--- config.mk ---
export PLATFORM = sky130hd
export DESIGN_NAME = button_debounce_long_press_repeat
export DESIGN_NICKNAME = d
export VERILOG_FILES = /design/src/hdl/bdlpr_pkg.sv /design/src/hdl/bdlpr_csr.sv /design/src/hdl/bdlpr_fsm.sv /design/src/hdl/button_debounce_long_press_repeat.sv
export SDC_FILE = /design/constraint.sdc
export NUM_CORES = 1
export LEC_CHECK = 0
export ABC_AREA = 1
export BUFFER_PORTS_ARGS = -buffer_cell sky130_fd_sc_hd__buf_2
export CORE_MARGIN = 5
export CORE_UTILIZATION = 45
export CTS_BUF_LIST = sky130_fd_sc_hd__clkbuf_16
export DETAILED_ROUTE_END_ITERATION = 10
export PLACE_DENSITY = 0.65
export SYNTH_ARGS = -nofsm -noshare
export SYNTH_HDL_FRONTEND = slang
export SYNTH_SLANG_ARGS = --single-unit
--- constraint.sdc ---
create_clock -name clock -period 4.1 [get_ports clock]
set_input_delay 0.41 -clock clock [delete_from_list [all_inputs] [get_ports clock]]
set_output_delay 0.41 -clock clock [all_outputs]
set_load 0.03 [all_outputs]
--- src/hdl/bdlpr_pkg.sv ---
`timescale 1ns / 1ps
// ----------------------------------------------------------------------------
// bdlpr_pkg
// Shared types and codes for the debounced button with long press and repeat.
// ----------------------------------------------------------------------------
package bdlpr_pkg;

   // button state codes, as seen on the result word
   localparam logic [1:0] ST_IDLE       = 2'd0;
   localparam logic [1:0] ST_DEBOUNCING = 2'd1;
   localparam logic [1:0] ST_PRESSED    = 2'd2;
   localparam logic [1:0] ST_HELD       = 2'd3;

   // configuration register indexes
   localparam int unsigned CSR_IDX_W = 8;
   localparam logic [CSR_IDX_W-1:0] CSR_ACTIVE_LOW      = 8'd0;
   localparam logic [CSR_IDX_W-1:0] CSR_DEBOUNCE_TIME   = 8'd1;
   localparam logic [CSR_IDX_W-1:0] CSR_LONG_PRESS_TIME = 8'd2;
   localparam logic [CSR_IDX_W-1:0] CSR_REPEAT_INTERVAL = 8'd3;

   localparam int unsigned CSR_DATA_W = 16;
   localparam int unsigned TIME_W     = 32;
   localparam int unsigned REQ_DATA_W = 40;
   localparam int unsigned RSP_DATA_W = 8;

   typedef struct packed {
      logic        active_low;
      logic [15:0] debounce_time;
      logic [15:0] long_press_time;
      logic [15:0] repeat_interval;
   } cfg_type;

   // lowest bit last: state in bits 1:0, repeat_event in bit 6
   typedef struct packed {
      logic       repeat_event;
      logic       long_press_event;
      logic       release_event;
      logic       press_event;
      logic       is_pressed;
      logic [1:0] button_state;
   } result_type;

endpackage

--- src/hdl/bdlpr_csr.sv ---
`timescale 1ns / 1ps
// ----------------------------------------------------------------------------
// bdlpr_csr
// Configuration register file; writes to unknown indexes are dropped.
// ----------------------------------------------------------------------------
module bdlpr_csr (
   input  logic                                 clock,
   input  logic                                 reset,
   input  logic                                 csr_valid,
   output logic                                 csr_ready,
   input  logic [bdlpr_pkg::CSR_IDX_W-1:0]      csr_index,
   input  logic [bdlpr_pkg::CSR_DATA_W-1:0]     csr_data,
   output bdlpr_pkg::cfg_type                   cfg
);

   bdlpr_pkg::cfg_type cfg_ff;
   bdlpr_pkg::cfg_type cfg_in;

   assign csr_ready = 1'b1;
   assign cfg       = cfg_ff;

   always_comb begin
      cfg_in = cfg_ff;
      if (csr_valid) begin
         case (csr_index)
            bdlpr_pkg::CSR_ACTIVE_LOW:      cfg_in.active_low      = csr_data[0];
            bdlpr_pkg::CSR_DEBOUNCE_TIME:   cfg_in.debounce_time   = csr_data;
            bdlpr_pkg::CSR_LONG_PRESS_TIME: cfg_in.long_press_time = csr_data;
            bdlpr_pkg::CSR_REPEAT_INTERVAL: cfg_in.repeat_interval = csr_data;
            default:                        cfg_in = cfg_ff;
         endcase
      end
   end

   always_ff @(posedge clock) begin
      if (reset) begin
         cfg_ff.active_low      <= 1'b1;
         cfg_ff.debounce_time   <= 16'd20;
         cfg_ff.long_press_time <= 16'd0;
         cfg_ff.repeat_interval <= 16'd0;
      end else begin
         cfg_ff <= cfg_in;
      end
   end

endmodule

--- src/hdl/bdlpr_fsm.sv ---
`timescale 1ns / 1ps
// ----------------------------------------------------------------------------
// bdlpr_fsm
// Button state machine and time stamps; one step per enabled cycle.
// ----------------------------------------------------------------------------
module bdlpr_fsm (
   input  logic                              clock,
   input  logic                              reset,
   input  logic                              step_en,
   input  logic                              raw_level,
   input  logic [bdlpr_pkg::TIME_W-1:0]      now_ms,
   input  bdlpr_pkg::cfg_type                cfg,
   output bdlpr_pkg::result_type             result
);

   typedef enum logic [1:0] {
      S_IDLE       = bdlpr_pkg::ST_IDLE,
      S_DEBOUNCING = bdlpr_pkg::ST_DEBOUNCING,
      S_PRESSED    = bdlpr_pkg::ST_PRESSED,
      S_HELD       = bdlpr_pkg::ST_HELD
   } state_type;

   state_type                     state_ff, state_in;
   logic [bdlpr_pkg::TIME_W-1:0]  start_ff, start_in;
   logic [bdlpr_pkg::TIME_W-1:0]  rpt_start_ff, rpt_start_in;

   logic                          active;
   logic [bdlpr_pkg::TIME_W-1:0]  elapsed;
   logic [bdlpr_pkg::TIME_W-1:0]  rpt_elapsed;
   logic                          ev_press, ev_release, ev_long, ev_repeat;

   assign active      = cfg.active_low ? ~raw_level : raw_level;
   assign elapsed     = now_ms - start_ff;
   assign rpt_elapsed = now_ms - rpt_start_ff;

   always_comb begin
      state_in     = state_ff;
      start_in     = start_ff;
      rpt_start_in = rpt_start_ff;
      ev_press     = 1'b0;
      ev_release   = 1'b0;
      ev_long      = 1'b0;
      ev_repeat    = 1'b0;
      case (state_ff)
         S_IDLE: begin
            if (active) begin
               state_in = S_DEBOUNCING;
               start_in = now_ms;
            end
         end
         S_DEBOUNCING: begin
            if (!active) begin
               state_in = S_IDLE;
               start_in = now_ms;
            end else if (elapsed >= {16'd0, cfg.debounce_time}) begin
               state_in     = S_PRESSED;
               start_in     = now_ms;
               rpt_start_in = now_ms;
               ev_press     = 1'b1;
            end
         end
         S_PRESSED, S_HELD: begin
            if (!active) begin
               state_in   = S_IDLE;
               start_in   = now_ms;
               ev_release = 1'b1;
            end else if (state_ff == S_PRESSED && cfg.long_press_time != 16'd0 &&
                         elapsed >= {16'd0, cfg.long_press_time}) begin
               // repeat stamp restarts here, so repeat cannot fire this step
               state_in     = S_HELD;
               start_in     = now_ms;
               rpt_start_in = now_ms;
               ev_long      = 1'b1;
            end else if (cfg.repeat_interval != 16'd0 &&
                         rpt_elapsed >= {16'd0, cfg.repeat_interval}) begin
               rpt_start_in = now_ms;
               ev_repeat    = 1'b1;
            end
         end
         default: state_in = S_IDLE;
      endcase
   end

   always_comb begin
      result.button_state     = state_in;
      result.is_pressed       = state_in[1];
      result.press_event      = ev_press;
      result.release_event    = ev_release;
      result.long_press_event = ev_long;
      result.repeat_event     = ev_repeat;
   end

   always_ff @(posedge clock) begin
      if (reset) begin
         state_ff     <= S_IDLE;
         start_ff     <= '0;
         rpt_start_ff <= '0;
      end else if (step_en) begin
         state_ff     <= state_in;
         start_ff     <= start_in;
         rpt_start_ff <= rpt_start_in;
      end
   end

endmodule

--- src/hdl/button_debounce_long_press_repeat.sv ---
`timescale 1ns / 1ps
// ----------------------------------------------------------------------------
// button_debounce_long_press_repeat
// Debounced push button with press, release, long-press and repeat events.
// ----------------------------------------------------------------------------
// Usage:
//  - req_ channel: one poll word per button sample, carrying the raw pin
//    level and a wrapping millisecond timestamp.
//  - rsp_ channel: exactly one result word per poll, in order, with the
//    state after the poll and the event pulses it raised.
//  - csr_ channel: register writes (0 active_low, 1 debounce_time,
//    2 long_press_time, 3 repeat_interval); always ready, only to be used
//    while no poll is in flight. Unknown indexes are dropped.
//  - Path: an accepted poll goes into the input register; when that poll
//    steps the machine, its result goes into the result register.
//  - Throughput: one poll per cycle while rsp_tready is high; the state
//    step is a pair of 32-bit subtract-and-compare paths plus the state update.
//  - Reset: state idle, stamps zero, registers at their defaults
//    (active low, 20 ms debounce, long press and repeat off).
//  - Stall: rsp_tready held low keeps the result word stable; one further
//    poll waits in the input register, and req_tready drops only when both
//    registers are full.
// ----------------------------------------------------------------------------
module button_debounce_long_press_repeat (
   input  logic                                clock,
   input  logic                                reset,
   // poll in
   input  logic                                req_tvalid,
   output logic                                req_tready,
   input  logic [bdlpr_pkg::REQ_DATA_W-1:0]    req_tdata,  // raw_level, now_ms[31:0], pad
   // result out
   output logic                                rsp_tvalid,
   input  logic                                rsp_tready,
   output logic [bdlpr_pkg::RSP_DATA_W-1:0]    rsp_tdata,  // button_state[1:0], is_pressed,
                                                           // press_event, release_event,
                                                           // long_press_event, repeat_event, pad
   // configuration writes
   input  logic                                csr_valid,
   output logic                                csr_ready,
   input  logic [bdlpr_pkg::CSR_IDX_W-1:0]     csr_index,
   input  logic [bdlpr_pkg::CSR_DATA_W-1:0]    csr_data
);

   bdlpr_pkg::cfg_type            cfg;
   bdlpr_pkg::result_type         step_result;

   // input register
   logic                          in_valid_ff, in_valid_in;
   logic                          in_level_ff, in_level_in;
   logic [bdlpr_pkg::TIME_W-1:0]  in_now_ff, in_now_in;

   // result register
   logic                          rsp_valid_ff, rsp_valid_in;
   bdlpr_pkg::result_type         rsp_data_ff, rsp_data_in;

   logic                          advance;
   logic                          req_take;

   // the held poll steps the machine when the result register frees up
   assign advance    = in_valid_ff && (!rsp_valid_ff || rsp_tready);
   assign req_tready = !in_valid_ff || advance;
   assign req_take   = req_tvalid && req_tready;

   assign in_valid_in  = req_take ? 1'b1 : (advance ? 1'b0 : in_valid_ff);
   assign in_level_in  = req_take ? req_tdata[0] : in_level_ff;
   assign in_now_in    = req_take ? req_tdata[32:1] : in_now_ff;

   assign rsp_valid_in = advance ? 1'b1 : (rsp_tready ? 1'b0 : rsp_valid_ff);
   assign rsp_data_in  = advance ? step_result : rsp_data_ff;

   assign rsp_tvalid = rsp_valid_ff;
   assign rsp_tdata  = {1'b0, rsp_data_ff};

   bdlpr_csr u_csr (
      .clock     (clock),
      .reset     (reset),
      .csr_valid (csr_valid),
      .csr_ready (csr_ready),
      .csr_index (csr_index),
      .csr_data  (csr_data),
      .cfg       (cfg)
   );

   bdlpr_fsm u_fsm (
      .clock     (clock),
      .reset     (reset),
      .step_en   (advance),
      .raw_level (in_level_ff),
      .now_ms    (in_now_ff),
      .cfg       (cfg),
      .result    (step_result)
   );

   always_ff @(posedge clock) begin
      if (reset) begin
         in_valid_ff  <= 1'b0;
         rsp_valid_ff <= 1'b0;
      end else begin
         in_valid_ff  <= in_valid_in;
         rsp_valid_ff <= rsp_valid_in;
      end
   end

   always_ff @(posedge clock) begin
      in_level_ff <= in_level_in;
      in_now_ff   <= in_now_in;
      rsp_data_ff <= rsp_data_in;
   end

   // press confirmation always lands in the pressed state
   a_press_state: assert property (@(posedge clock) disable iff (reset)
      (rsp_valid_ff && rsp_data_ff.press_event) |->
         (rsp_data_ff.button_state == bdlpr_pkg::ST_PRESSED))
      else $error("press event without pressed state");

   // release always returns to idle
   a_release_idle: assert property (@(posedge clock) disable iff (reset)
      (rsp_valid_ff && rsp_data_ff.release_event) |->
         (rsp_data_ff.button_state == bdlpr_pkg::ST_IDLE))
      else $error("release event without idle state");

   // long press restarts the repeat timer, so both never fire together
   a_long_no_repeat: assert property (@(posedge clock) disable iff (reset)
      rsp_valid_ff |-> !(rsp_data_ff.long_press_event && rsp_data_ff.repeat_event))
      else $error("long press and repeat in the same word");

   // pressed flag follows the state
   a_pressed_flag: assert property (@(posedge clock) disable iff (reset)
      rsp_valid_ff |-> (rsp_data_ff.is_pressed == rsp_data_ff.button_state[1]))
      else $error("is_pressed disagrees with state");

   // a held poll is never dropped while the result side stalls
   a_hold_poll: assert property (@(posedge clock) disable iff (reset)
      (in_valid_ff && !advance) |=> (in_valid_ff && $stable(in_now_ff)))
      else $error("held poll lost");

endmodule
==> results.json <==
{
  "layout-area-overhead-vs-synth_pct": 11.13,
  "syn_inst": 1940,
  "run_status": "complete, no violations",
  "whs_ps": 132.0,
  "first_global_vias": 10800,
  "wire_per_inst_um": 14.13,
  "cp_data_arrival_time_ps": 4190,
  "gr-usage-all-layers": 0.2128,
  "final_max_slew_viol_count": 0,
  "finalCoreUtilization": 0.5091,
  "maxSlewHeadroom": 0.3891,
  "setup.worst_path.end_class": "flip-flop",
  "worst_slew_pin_slew_ps": 914.2,
  "cts_tree": "yes",
  "core_area_mm2": 0.02695,
  "vdd_drop_max_uv": 209.6,
  "yosys_warnings": 0,
  "layout-drive-gt1-share": 0.09408,
  "dr.pass1.iters": 6,
  "yosys.area.top_type": "sky130_fd_sc_hd__dfxtp_1",
  "criticalPathCategory": "reg -> reg",
  "globalplace.congestion": 0.9807,
  "fin_skew_ps": 20.33,
  "cts_sinks": 156,
  "timing.critical_path.from_type": "flip-flop",
  "total_leakage_power_nw": 6.886,
  "cts_htree_levels": 4,
  "syn_nets": 2121,
  "detailroute.via_count": 11580,
  "largest_net_degree_at_the_start_of_global_routing": 65,
  "antenna_found_initial": 1,
  "finalCritPeriodShare": 0.9444,
  "cts_buffer_depth": 2,
  "cap_violations": 0,
  "cts-root-buf": "sky130_fd_sc_hd__clkbuf_16",
  "final_hold_viol_count": 0,
  "flops_latches_synth": 156,
  "critPathRequiredTime_ps": 4420,
  "overflow": 0,
  "finalSetupViolations": 0,
  "ios": 80,
  "final.min_clock_period_ps": 3872,
  "routed_via_density": 4.926,
  "antenna_cells": 0,
  "p_total_w": 0.004562,
  "die_outline_area_mm2": 0.03085,
  "port_buffers": 70,
  "first_pass_grt_wire_length_um": 53150,
  "worst_skew_pair.late_latency_ps": 450,
  "effective_utilization_at_floorplan": 0.4581,
  "clk_pin_slew_worst_paths_ps": 80,
  "synth_area_mm2": 0.01235,
  "synth.lib_cells_used.distinct": 46,
  "power.density_mw_per_mm2": 332.5,
  "seq_total_area_yosys": 0.2846,
  "die-height_um": 175.6,
  "finalNetCount": 2177,
  "crit_fanout": 64,
  "postCtsHoldBufs": 0,
  "cts_inserted_buffers": 17,
  "drt_drc_violations_left": 0,
  "max_freq_mhz": 258.3,
  "avg_cell_area_syn_um2": 6.364,
  "die_width_um": 175.6,
  "place.detailed.hpwl_um": 26420,
  "drtAntennaViolNets": 0,
  "synthTopCellsByArea": "sky130_fd_sc_hd__dfxtp_1 19%, sky130_fd_sc_hd__nand2_1 17%, sky130_fd_sc_hd__inv_1 12%",
  "min-delay-path-class": "in -> reg",
  "initialDrtViolationCount": 1084,
  "worst_setup_slack_for_register_to_register_paths_ps": 230,
  "synth_top_area_share": 0.1897,
  "routed_wl_um": 33200,
  "core.rowCount": 60
}
-- through the flow --
stage / cells / instance area (µm²) / worst slack [ps] / TNS (ps)
floorplan: 1940 / 12350 / 904.3 / 0
global placement: 2316 / 13010 / 232.6 / 0
detailed placement: 2316 / 13010 / 136.9 / 0
CTS: 2348 / 13610 / 98.37 / 0
global route: 2350 / 13720 / -17.58 / -33.24
finish: 2350 / 13720 / 227.9 / 0
-- Yosys cell counts (all sizes together) --
cell / count
edfxtp: 39
dfxtp: 117
o21ai: 52
conb: 2
ha: 110
or4: 1
fa: 2
inv: 400
nor3: 17
a21o: 4
nor2: 206
a211oi: 3
a21oi: 146
and2: 9
or2: 3
o21bai: 4
o211ai: 2
nor3b: 1
nand3b: 9
buf: 28
nand3: 100
nand2: 572
xnor2: 5
nor4: 8
xor2: 28
o21a: 3
a41oi: 1
o31ai: 1
clkbuf: 19
nand4: 47
o31a: 1
-- final timing paths --
kind	from	end	cells after the start
setup reg to reg	in_now_ff[8]$_DFFE_PP_	u_fsm.rpt_start_ff[24]$_SDFFE_PP0P_	19
hold / removal	req_tdata[2]	in_now_ff[1]$_DFFE_PP_	1
hold reg to reg	u_fsm.start_ff[16]$_SDFFE_PP0P_	u_fsm.start_ff[16]$_SDFFE_PP0P_	2
setup / recovery	in_now_ff[8]$_DFFE_PP_	u_fsm.rpt_start_ff[24]$_SDFFE_PP0P_	19
-- timing repair --
item	in CTS	in global routing
setup endpoints to repair	0	47
resized for setup	0	16
buffers inserted	0	2
-- final cells by class --
type	count	area, µm²
multi-input cells	1337	7199
well taps	341	426.7
repair buffers	84	480.5
flip-flops and latches	156	3513
inverters	400	1501
clock inverters	14	148.9
fillers	2719	13230
clock buffers	18	450.4
-- critical path: stages (launching register included) --
cell and delay [ps]:
sky130_fd_sc_hd__edfxtp_1 420, sky130_fd_sc_hd__buf_4 180, sky130_fd_sc_hd__ha_1 360, sky130_fd_sc_hd__nand2_1 140, sky130_fd_sc_hd__nor2_2 210, sky130_fd_sc_hd__nand3_1 120, sky130_fd_sc_hd__nand3b_1 210, sky130_fd_sc_hd__xor2_1 290
sky130_fd_sc_hd__ha_1 310, sky130_fd_sc_hd__a21oi_1 150, sky130_fd_sc_hd__nor3_1 60, sky130_fd_sc_hd__a211oi_1 160, sky130_fd_sc_hd__nand2_1 100, sky130_fd_sc_hd__a21oi_2 200, sky130_fd_sc_hd__nand4_1 100, sky130_fd_sc_hd__nand2_1 170
sky130_fd_sc_hd__inv_2 70, sky130_fd_sc_hd__buf_12 210, sky130_fd_sc_hd__a21oi_1 180, sky130_fd_sc_hd__nor2_1 70
-- power breakdown --
part	switching (W)	internal (W)
Sequential	0.0000475	0.00163
Clock	0.000753	0.000848
Combinational	0.000815	0.000464
Total	0.00162	0.00295
-- cell usage in the layout (no fill, tap or decap), types with 46 or more instances in the layout --
master                    count
sky130_fd_sc_hd__ha_1       105
sky130_fd_sc_hd__nand4_1     46
sky130_fd_sc_hd__a21oi_1    142
sky130_fd_sc_hd__buf_2       70
sky130_fd_sc_hd__nor2_1     194
sky130_fd_sc_hd__nand3_1     69
sky130_fd_sc_hd__dfxtp_1    117
sky130_fd_sc_hd__inv_1      394
sky130_fd_sc_hd__o21ai_0     50
sky130_fd_sc_hd__nand2_1    563
-- routing by layer --
layer | GRT usage | routed length (µm) | vias to the layer above
met5 | 0 | 0 | -
met4 | 0.06790 | 811 | 0
met3 | 0.02647 | 1826 | 52
met2 | 0.3421 | 14690 | 292
met1 | 0.2984 | 15870 | 5079
li1 | - | - | 6153
-- flip-flops by register name, summed over array words and instances, names as in the netlist --
name,flops
in_valid_ff,1
in_level_ff,1
u_fsm.state_ff,2
in_now_ff,32
u_fsm.start_ff,32
rsp_tdata,6
u_fsm.rpt_start_ff,32
rsp_tvalid,1
u_csr.cfg,49
-- kinds of logic after synthesis --
family | count (synthesis) | share of synthesized area
other | 2 | 0.0006083
adders and majority gates | 112 | 0.1147
and+or+nand+nor | 973 | 0.3439
xor gates and xnor gates | 33 | 0.02341
AOI/OAI and AO/OA | 217 | 0.09232
buffers and inverters | 447 | 0.1405
DFF | 156 | 0.2846
(Power assumes the default switching activity.)
